[config.mk]
export PLATFORM = sky130hd
export DESIGN_NAME = sha1_hash_core
export DESIGN_NICKNAME = d
export VERILOG_FILES = /design/src/rtl/sha1_pkg.sv /design/src/rtl/sha1_hash_core.sv /design/src/rtl/sha1_win_mem.sv
export SDC_FILE = /design/constraint.sdc
export NUM_CORES = 2
export LEC_CHECK = 0
export ABC_AREA = 1
export BUFFER_PORTS_ARGS = -buffer_cell sky130_fd_sc_hd__buf_2
export CORE_UTILIZATION = 55
export DETAILED_ROUTE_END_ITERATION = 6
export PLACE_DENSITY_LB_ADDON = 0.12
export SLEW_MARGIN = 25
export SYNTH_ARGS = -nofsm -noshare
export SYNTH_HDL_FRONTEND = slang
export SYNTH_HIERARCHICAL = 1
export SYNTH_SLANG_ARGS = --single-unit
[constraint.sdc]
create_clock -name i_clk -period 31.3 [get_ports i_clk]
set_clock_uncertainty 0.1 [all_clocks]
set_input_delay 1.565 -clock i_clk [delete_from_list [all_inputs] [get_ports i_clk]]
set_output_delay 1.565 -clock i_clk [all_outputs]
set_load 0.01 [all_outputs]
[src/rtl/sha1_pkg.sv]
package sha1_pkg;

    localparam logic [31:0] H0 = 32'h67452301;
    localparam logic [31:0] H1 = 32'hEFCDAB89;
    localparam logic [31:0] H2 = 32'h98BADCFE;
    localparam logic [31:0] H3 = 32'h10325476;
    localparam logic [31:0] H4 = 32'hC3D2E1F0;
    localparam logic [31:0] K0 = 32'h5A827999;
    localparam logic [31:0] K1 = 32'h6ED9EBA1;
    localparam logic [31:0] K2 = 32'h8F1BBCDC;
    localparam logic [31:0] K3 = 32'hCA62C1D6;
    localparam logic [7:0]  PAD_BYTE = 8'h80;

    typedef logic [31:0] t_word;

    typedef struct packed {
        logic       start;
        logic [3:0] slot;
        logic       wr;
        t_word      wdata;
    } t_win_ctl;

    function automatic t_word rotl(input t_word v, input int n);
        rotl = (v << n) | (v >> (32 - n));
    endfunction

endpackage

[src/rtl/sha1_hash_core.sv]
// sha1_hash_core: sha-1 digest of a byte stream
//
// input channel: i_valid/o_stall with i_data_byte, i_has_byte, i_last_byte.
// a transaction with i_has_byte carries one message byte; i_last_byte closes
// the message (with or without a byte) and starts padding and length append.
// output channel: o_valid/i_stall with o_digest_word, o_word_index,
// o_last_word; five transactions, word 0 first, word 4 flagged last.
// a byte is taken in any cycle with o_stall low; the 64th byte of a block starts a
// compression with the input stalled: block memory reads that fill the schedule
// window, 80 rounds at one per cycle, then one chain update.
// a last transaction adds a pad sweep from the fill position to the end of the
// block and one compression; a fill of 56 or more needs a second, full sweep
// and compression before the first digest word is given.
// o_stall is high while a block is padded or compressed and until word 4 is taken.
// if i_stall holds, the current digest word holds on the port.
// a synchronous active-low reset loads the initial chaining words and
// clears counts; afterward the next message starts from scratch.
module sha1_hash_core (
    input  logic        i_clk,
    input  logic        i_rst_n,
    input  logic        i_valid,
    output logic        o_stall,
    input  logic [7:0]  i_data_byte,
    input  logic        i_has_byte,
    input  logic        i_last_byte,
    output logic        o_valid,
    input  logic        i_stall,
    output logic [31:0] o_digest_word,
    output logic [2:0]  o_word_index,
    output logic        o_last_word
);
    typedef enum logic [5:0] {
        S_FILL  = 6'b000001,
        S_PAD   = 6'b000010,
        S_LOAD  = 6'b000100,
        S_ROUND = 6'b001000,
        S_ADD   = 6'b010000,
        S_OUT   = 6'b100000
    } t_state;

    t_state r_state, n_state;
    logic [7:0]  blk [64];
    logic [7:0]  r_blk_rd;
    logic [5:0]  r_fill, n_fill;
    logic [63:0] r_bits, n_bits;
    logic        r_final, n_final;
    logic        r_len_done, n_len_done;
    logic        r_final_pad_done, n_final_pad_done;
    logic [6:0]  r_cnt, n_cnt;
    logic [2:0]  r_oidx, n_oidx;
    logic [23:0] r_acc, n_acc;
    sha1_pkg::t_word r_h [5];
    sha1_pkg::t_word r_a, r_b, r_c, r_d, r_e;

    logic       blk_we;
    logic [5:0] blk_wa;
    logic [7:0] blk_wd;
    logic [5:0] blk_ra;
    sha1_pkg::t_win_ctl win;
    sha1_pkg::t_word win_tap0, win_tap2, win_tap8, win_tap13;

    logic [6:0] rnd;
    logic [3:0] slot;
    sha1_pkg::t_word wnew, wcur, f, k, t;
    assign rnd  = r_cnt;
    assign slot = rnd[3:0];

    sha1_win_mem u_win (
        .i_clk    (i_clk),
        .i_wr_addr(win.slot),
        .i_wr_en  (win.wr),
        .i_wr_data(win.wdata),
        .i_slot   (slot),
        .o_tap0   (win_tap0),
        .o_tap2   (win_tap2),
        .o_tap8   (win_tap8),
        .o_tap13  (win_tap13)
    );

    logic in_acc;
    assign o_stall = (r_state != S_FILL);
    assign in_acc  = i_valid && !o_stall;

    always_ff @(posedge i_clk) begin
        if (blk_we) begin
            blk[blk_wa] <= blk_wd;
        end
        r_blk_rd <= blk[blk_ra];
    end

    always_comb begin
        wnew = sha1_pkg::rotl(win_tap13 ^ win_tap8 ^ win_tap2 ^ win_tap0, 1);
        wcur = (rnd >= 7'd16) ? wnew : win_tap0;
        priority if (rnd < 7'd20) begin
            f = (r_b & r_c) | (~r_b & r_d); k = sha1_pkg::K0;
        end else if (rnd < 7'd40) begin
            f = r_b ^ r_c ^ r_d; k = sha1_pkg::K1;
        end else if (rnd < 7'd60) begin
            f = (r_b & r_c) | (r_b & r_d) | (r_c & r_d); k = sha1_pkg::K2;
        end else begin
            f = r_b ^ r_c ^ r_d; k = sha1_pkg::K3;
        end
        t = sha1_pkg::rotl(r_a, 5) + f + r_e + k + wcur;
    end

    // length or zero byte for the current position during pad sweep
    logic [7:0] pad_byte;
    logic [2:0] lsel;
    assign lsel = r_cnt[2:0];
    always_comb begin
        pad_byte = 8'h00;
        if (r_cnt[5:0] >= 6'd56 && r_len_done) begin
            pad_byte = r_bits[8'd63 - {2'b00, lsel, 3'b000} -: 8];
        end
    end

    always_comb begin
        n_state = r_state; n_fill = r_fill; n_bits = r_bits; n_final = r_final;
        n_len_done = r_len_done; n_cnt = r_cnt; n_oidx = r_oidx; n_acc = r_acc;
        blk_we = 1'b0; blk_wa = r_fill; blk_wd = i_data_byte; blk_ra = 6'd0;
        win.start = 1'b0; win.slot = r_cnt[5:2]; win.wr = 1'b0; win.wdata = '0;
        unique case (r_state)
            S_FILL: begin
                if (in_acc) begin
                    if (i_has_byte) begin
                        blk_we = 1'b1;
                        n_bits = r_bits + 64'd8;
                        n_fill = r_fill + 6'd1;
                        n_final = i_last_byte;
                        if (r_fill == 6'd63) begin
                            n_state = S_LOAD; n_cnt = '0; n_len_done = 1'b0;
                        end else if (i_last_byte) begin
                            n_state = S_PAD; n_cnt = {1'b0, r_fill + 6'd1};
                            n_len_done = (r_fill + 6'd1) < 6'd56;
                        end
                    end else if (i_last_byte) begin
                        n_final = 1'b1;
                        n_state = S_PAD; n_cnt = {1'b0, r_fill};
                        n_len_done = r_fill < 6'd56;
                    end
                end
            end
            S_PAD: begin
                // sweep from fill position to end of block
                blk_we = 1'b1; blk_wa = r_cnt[5:0];
                blk_wd = (r_cnt[5:0] == r_fill && !r_final_pad_done) ? sha1_pkg::PAD_BYTE
                       : pad_byte;
                n_cnt = r_cnt + 7'd1;
                if (r_cnt[5:0] == 6'd63) begin
                    n_state = S_LOAD; n_cnt = '0;
                end
            end
            S_LOAD: begin
                // read bytes sequentially, pack words, write window memory
                blk_ra = r_cnt[5:0];
                if (r_cnt != 7'd0) begin
                    n_acc = {r_acc[15:0], r_blk_rd};
                    if (r_cnt[1:0] == 2'd0) begin
                        win.wr = 1'b1; win.slot = r_cnt[5:2] - 4'd1;
                        win.wdata = {r_acc, r_blk_rd};
                    end
                end
                n_cnt = r_cnt + 7'd1;
                if (r_cnt == 7'd64) begin
                    n_state = S_ROUND; n_cnt = '0; win.start = 1'b1;
                end
            end
            S_ROUND: begin
                win.slot = slot; win.wr = 1'b1; win.wdata = wcur;
                n_cnt = r_cnt + 7'd1;
                if (r_cnt == 7'd79) begin
                    n_state = S_ADD; n_cnt = '0;
                end
            end
            S_ADD: begin
                if (!r_final) begin
                    n_state = S_FILL; n_fill = '0;
                end else if (!r_len_done) begin
                    n_state = S_PAD; n_cnt = '0; n_len_done = 1'b1; n_fill = 6'd0;
                end else begin
                    n_state = S_OUT; n_oidx = '0;
                end
            end
            S_OUT: begin
                if (!i_stall) begin
                    n_oidx = r_oidx + 3'd1;
                    if (r_oidx == 3'd4) begin
                        n_state = S_FILL; n_fill = '0; n_bits = '0; n_final = 1'b0;
                    end
                end
            end
            default: n_state = S_FILL;
        endcase
    end

    // marks that the 0x80 pad byte has already gone into an earlier block
    always_comb begin
        n_final_pad_done = r_final_pad_done;
        if (r_state == S_PAD && r_cnt[5:0] == 6'd63) begin
            n_final_pad_done = 1'b1;
        end
        if (r_state == S_FILL) begin
            n_final_pad_done = 1'b0;
        end
    end

    always_ff @(posedge i_clk) begin
        if (!i_rst_n) begin
            r_state <= S_FILL; r_fill <= '0; r_bits <= '0; r_final <= 1'b0;
            r_len_done <= 1'b0; r_cnt <= '0; r_oidx <= '0; r_final_pad_done <= 1'b0;
            r_h[0] <= sha1_pkg::H0; r_h[1] <= sha1_pkg::H1; r_h[2] <= sha1_pkg::H2;
            r_h[3] <= sha1_pkg::H3; r_h[4] <= sha1_pkg::H4;
        end else begin
            r_state <= n_state; r_fill <= n_fill; r_bits <= n_bits;
            r_final <= n_final; r_len_done <= n_len_done; r_cnt <= n_cnt;
            r_oidx <= n_oidx; r_final_pad_done <= n_final_pad_done;
            if (r_state == S_ADD) begin
                r_h[0] <= r_h[0] + r_a; r_h[1] <= r_h[1] + r_b;
                r_h[2] <= r_h[2] + r_c; r_h[3] <= r_h[3] + r_d;
                r_h[4] <= r_h[4] + r_e;
            end
            if (r_state == S_OUT && !i_stall && r_oidx == 3'd4) begin
                r_h[0] <= sha1_pkg::H0; r_h[1] <= sha1_pkg::H1;
                r_h[2] <= sha1_pkg::H2; r_h[3] <= sha1_pkg::H3;
                r_h[4] <= sha1_pkg::H4;
            end
        end
    end

    always_ff @(posedge i_clk) begin
        r_acc <= n_acc;
        if (r_state == S_ROUND) begin
            r_e <= r_d; r_d <= r_c; r_c <= sha1_pkg::rotl(r_b, 30);
            r_b <= r_a; r_a <= t;
        end else if (win.start) begin
            r_a <= r_h[0]; r_b <= r_h[1]; r_c <= r_h[2]; r_d <= r_h[3];
            r_e <= r_h[4];
        end
    end

    assign o_valid       = (r_state == S_OUT);
    assign o_digest_word = r_h[r_oidx];
    assign o_word_index  = r_oidx;
    assign o_last_word   = (r_oidx == 3'd4);
endmodule

[src/rtl/sha1_win_mem.sv]
module sha1_win_mem (
    input  logic               i_clk,
    input  logic [3:0]         i_wr_addr,
    input  logic               i_wr_en,
    input  sha1_pkg::t_word    i_wr_data,
    input  logic [3:0]         i_slot,
    output sha1_pkg::t_word    o_tap0,
    output sha1_pkg::t_word    o_tap2,
    output sha1_pkg::t_word    o_tap8,
    output sha1_pkg::t_word    o_tap13
);
    sha1_pkg::t_word mem [16];

    always_ff @(posedge i_clk) begin
        if (i_wr_en) begin
            mem[i_wr_addr] <= i_wr_data;
        end
    end

    // schedule taps relative to the current round slot
    assign o_tap0  = mem[i_slot];
    assign o_tap2  = mem[i_slot + 4'd2];
    assign o_tap8  = mem[i_slot + 4'd8];
    assign o_tap13 = mem[i_slot + 4'd13];
endmodule
# After elaboration in Yosys (flattened, before gate mapping)
# Memories as Yosys holds them, arrays and structs flattened. A register that Yosys moved wholly into a read port is not among the register bits.
# Cells that the tools add are included.
# word_totals
register_bits	273
ram_bits	1184
input_bits	14
output_inout_bits	38
elab_cells	229
mem_count	3
# mem_list
memory	depth	word_bits	read_ports	rd_clocked_by_memory_dff	write_ports	line_no	rtl
blk	64	8	1	1	1	sha1_hash_core.sv:42	logic [7:0] blk [64];
u_win.mem	16	32	4	1	1	sha1_win_mem.sv:12	sha1_pkg::t_word mem [16];
r_h	5	32	6	1	5	sha1_hash_core.sv:52	sha1_pkg::t_word r_h [5];
# op_classes
add_sub_neg	18
n_lt_le_gt_ge	7
n_eq_ne	26
shift	1
n_mux	107
n_bitwise	27
n_reduce_logical	26
# ops
op	count
$mux W32	26
$add A32 B32 Y32	9
$mux W64	4
$xor A32 B32 Y32	5
$and A32 B32 Y32	4
$pmux W64 S2	1
$mux W6	19
$or A32 B32 Y32	3
$mux W37	2
$pmux W37 S2	1
$shiftx A71 B9 Y8	1
$mux W7	10
$add A64 B4 Y64 const B	1
$pmux W6 S6	1
$pmux W7 S5	1
$not A32 Y32	1
$or A32 B1 Y32	1
$or A32 B30 Y32	1
$or A32 B5 Y32	1
$mux W31	1
$mux W1	26
$mux W8	3
$eq A6 B6 Y1 const B	3
$pmux W6 S3	1
42 further kinds	86

# Longest topological paths before layout
# depth
word_depth	11
ltp_mapped	34
mapped_depth_nobuf	32

# Cells and area by module
# Netlist, hierarchy kept.
# by_module_without_submodules
mod	instances	cells_each	area_each_um2	seq_area_each_um2
sha1_hash_core	1	7380	60939.7	27646.5
sha1_win_mem	1	3924	30031.3	15374.7

# Least setup slack after synthesis
# Ideal clock, no wire load.
# synth_path
path_type	register to register
start	register r_cnt[1]
end	register r_a[0] (enable)
setup_time_ns	0.901
arrival_time_ns	12.501
required_ns	30.299
setup_slack_ns	17.798
path_stages_with_launch	8
path_buffers	1
synth_period_minus_slack_ns	13.502
cell_sequence	dfxtp_1 -> clkinv_1 -> clkbuf_1 -> ha_1 -> nand2_1 -> inv_1 -> nand4_1 -> o21ai_0
# synth_between
elab_chain_len	4
# synth_lines
element	line_no	rtl
start, declared	sha1_hash_core.sv:49	logic [6:0] r_cnt, n_cnt;
start signal, assigned	sha1_hash_core.sv:215	r_final <= n_final; r_len_done <= n_len_done; r_cnt <= n_cnt;
$eq A7 B7 Y1	sha1_hash_core.sv:164	if (r_cnt == 7'd64) begin
$mux W1	sha1_hash_core.sv:164	
$mux W1	sha1_hash_core.sv:122	unique case (r_state)
$reduce_bool A2 Y1 (no source line)	--	
end signal, assigned	sha1_hash_core.sv:234	r_b <= r_a; r_a <= t;
end signal, assigned	sha1_hash_core.sv:236	r_a <= r_h[0]; r_b <= r_h[1]; r_c <= r_h[2]; r_d <= r_h[3];
end, declared	sha1_hash_core.sv:53	sha1_pkg::t_word r_a, r_b, r_c, r_d, r_e;
# Every way passes these cells.
# A chain may end at the register's enable or synchronous reset.

# Final worst setup path
# layout_path
start	register r_cnt[0]
end	register r_a[31] (data pin)
# layout_between
elab_chain_len	9
word_cells_on_any_way	24
classes_between	7 x add/sub; 4 x order compare; 8 x mux; 4 x bitwise; 1 x memory
# layout_lines
element	line_no	rtl
$add A4 B4 Y4	sha1_win_mem.sv:24	assign o_tap13 = mem[i_slot + 4'd13];
$mem_v2 Z16 W32	--	
via win_tap13[2]	sha1_hash_core.sv:60	sha1_pkg::t_word win_tap0, win_tap2, win_tap8, win_tap13;
$xor A32 B32 Y32 (3 in series)	sha1_hash_core.sv:92	wnew = sha1_pkg::rotl(win_tap13 ^ win_tap8 ^ win_tap2 ^ win_tap0, 1);
$or A32 B1 Y32	sha1_pkg.sv:24	rotl = (v << n) | (v >> (32 - n));
$mux W32	sha1_hash_core.sv:93	wcur = (rnd >= 7'd16) ? wnew : win_tap0;
$add A32 B32 Y32	sha1_hash_core.sv:103	t = sha1_pkg::rotl(r_a, 5) + f + r_e + k + wcur;
$mux W32	sha1_hash_core.sv:232	if (r_state == S_ROUND) begin
# The timed path passes the listed nets, and every way through them passes these cells.

==> metrics.txt <==
status finished with violations; failing checks DRC; met3 wire length 43.7 mm; WL/cell 25.0 um; PostCTS Resize Cnt 0; post-route ant nets 0; PortBufs 51; endpoints failing setup 0; htree depth 4; fin crit period 8.92 ns; Routed met1 length 134 mm; Most common cell on crit path nand2_1; CTS buffer count 168; site row count 148; Post-CTS Setup Bufs 0; EDFF count, synth 1368; sequential-to-total area share from yosys stat 0.473; top layer used by detailed routing met5; total wire length 335 mm; Slowest-stage cell, CP dfxtp_4; crit path DAT 9.42 ns; maxcap violations 0; first-pass detailed-route iteration total 7; biggest area consumer among synthesized cells edfxtp_1; CP Class flop to flop; RSZ-0062 raised after global routing no; Yosys warning count 6; Power Total 7.52 mW; Max clock buf depth 3; GRT Residual Overflow 0; die width 409 um; max-slew violation count 0; Worst Hold Path Cells 0; Core ar. 164000 sq um; Avg Inst Size Synth 8.05 sq um; CTS Hold Bufs 0; number of global-route vias before repair 76304; min-delay worst type flop to flop; Met2 Wirelength 142 mm; synth unique cells 65; die height 409 um; syn nets 11648; clock sink count 1465; pin count of the biggest net entering global routing 315; CP startpoint kind flop; Via density 6.17; Initial Util 0.556; cell area after synthesis 91000 sq um; CP endpoint kind flop; dominant cells by area after synthesis edfxtp_1 45%, nand2_1 13%, nand3_1 10%, inv_1 5.8%, nor2_1 2.8%; Post-synth top flop edfxtp_1; pwr/cell area 76.6 nW/um^2; post-layout net count 11435; Via Count 82708; Tot GR Track Use 0.392; Hold WS 0.341 ns; layout cells sized above 1 0.0502; initial antenna violation count 15; dpl hpwl 222 mm; Final Cycle Share 0.285; measured slew at the worst slew-check pin 1.21 ns; Worst path max stage delay 0.99 ns; Max Clk Rate 112 MHz; DRT iter0 DRCs 11915; flops & latches, synth 1465; Cells after Synth 11304; endpoints failing hold 0; gpl congestion 1.06; Worst Path Required 31.80 ns; R2R depth 26; CTS tree built; setup_tns 0 ns; Synth top cells by count 3098 x nand2_1, 1865 x nand3_1, 1407 x inv_1; Die ar. 167000 sq um; max_slew headroom 0.186; I/O pins 52; share of the synthesized area in the top cell type 0.452; maximum VDD drop 98.5 uV; DR DRC count 7; CTS root buf clkbuf_16; P&R area growth vs syn 7.94%; LEAKAGE 42.8 nW; Worst-path clk slew 0.06 ns; worst skew pair latency 0.85 ns; Synth async-reset ratio 0; most numerous cell in the Yosys netlist nand2_1; critical path peak fanout 105; first-pass GRT wire length 490 mm
-- cells in the final DEF (no fill, tap or decap), types with 15 or more instances in the layout --
master / Yosys / layout
o21ai_0: 470 / 458
or2_2: 60 / 60
clkinv_2: 0 / 27
buf_4: 51 / 111
o21a_1: 36 / 36
clkbuf_1: 192 / 24
nand4_1: 306 / 306
nand3_1: 1865 / 1864
o211ai_1: 37 / 37
nor2_4: 3 / 18
fa_1: 125 / 125
nor2_1: 689 / 672
inv_1: 1407 / 1400
nand2_1: 3098 / 3094
xor2_1: 44 / 44
clkbuf_16: 0 / 171
nor3_1: 94 / 89
xnor2_1: 107 / 106
a21o_1: 34 / 34
edfxtp_1: 1368 / 1368
o221ai_1: 15 / 15
buf_2: 267 / 52
ha_1: 205 / 203
o21ai_1: 14 / 18
a21oi_1: 450 / 448
dfxtp_1: 97 / 92
a31oi_1: 53 / 53
a22o_1: 19 / 19
o21bai_1: 35 / 35
clkinv_1: 9 / 54
-- kinds of logic (layout without fill, tap and decap cells) --
family / after synthesis / count (layout) / share of synthesized area
compound gates: 1211 / 1211 / 0.0743
xor+xnor: 153 / 153 / 0.0149
fa+ha+maj: 330 / 330 / 0.0557
buf+inv: 1984 / 1905 / 0.0883
flops: 1465 / 1465 / 0.473
other cells: 0 / 10 / 0
simple gates: 6161 / 6161 / 0.294
-- per-stage QoR --
step                      area, sq um  utilization  std cells  setup WS, ns
after global placement          92600        0.566      13091         22.65
after detailed placement        92600        0.566      13092         22.61
final                           98200        0.601      13410         22.38
after floorplan                 91000            -      11304         17.80
after CTS                       98000        0.600      13396         22.56
after global routing            98200        0.600      13404         21.99
-- final timing paths --
kind,end,from,slack [ns]
worst max-delay path,r_a[31]$_DFFE_PP_,r_cnt[0]$_SDFFE_PN0P_,22.38
worst min-delay path,r_acc[4]$_DFFE_PP_,r_blk_rd[4]$_DFF_P_,0.34
worst max register to register,r_a[31]$_DFFE_PP_,r_cnt[0]$_SDFFE_PN0P_,22.38
worst min register to register,r_acc[4]$_DFFE_PP_,r_blk_rd[4]$_DFF_P_,0.34
-- critical path, delay by kind of cell (launching register included) --
| family | cells | cell delay (ns) |
|---|---|---|
| DFF | 1 | 0.99 |
| buffers and inverters | 5 | 1.67 |
| xor gates and xnor gates | 3 | 0.96 |
| AOI/OAI and AO/OA | 3 | 1.63 |
| and+or+nand+nor | 11 | 1.25 |
| adders and majority gates | 4 | 2.01 |
-- metal layers --
layer  vias up  global-route usage
met5         -                   0
met4         4               0.170
met3       860              0.0997
met2      5296               0.571
met1     39055               0.552
li1      37493                   -
-- registers in the layout, indices dropped and copies added, names as in the netlist, named ones only --
| signal | flops |
|---|---|
| r_final | 1 |
| r_b | 32 |
| r_len_done | 1 |
| r_fill | 6 |
| r_h | 160 |
| r_state | 6 |
| blk | 512 |
| r_c | 32 |
| r_a | 32 |
| r_d | 32 |
| r_bits | 61 |
| r_acc | 24 |
| r_final_pad_done | 1 |
| r_cnt | 7 |
| r_blk_rd | 8 |
| u_win/mem | 512 |
| o_word_index | 3 |
| r_e | 32 |
-- report_power, final --
part	total, mW	internal (mW)	switching, mW
combinational	3.38	1.04	2.34
sequential	2.17	2.14	0.0305
clock	1.97	1.11	0.862
total	7.52	4.29	3.23
-- final cells by class --
type	instances	area [sq um]
Antenna cell	10	25.0
Clock buffer	199	4420
Clock inverter	105	1000
Fill cell	14530	65300
Inverter	1427	5410
Multi-Input combinational cell	7855	40300
Sequential cell	1465	43000
Tap cell	2175	2720
Timing Repair Buffer	174	1310
Note: power is estimated with default switching activity, not from simulation.
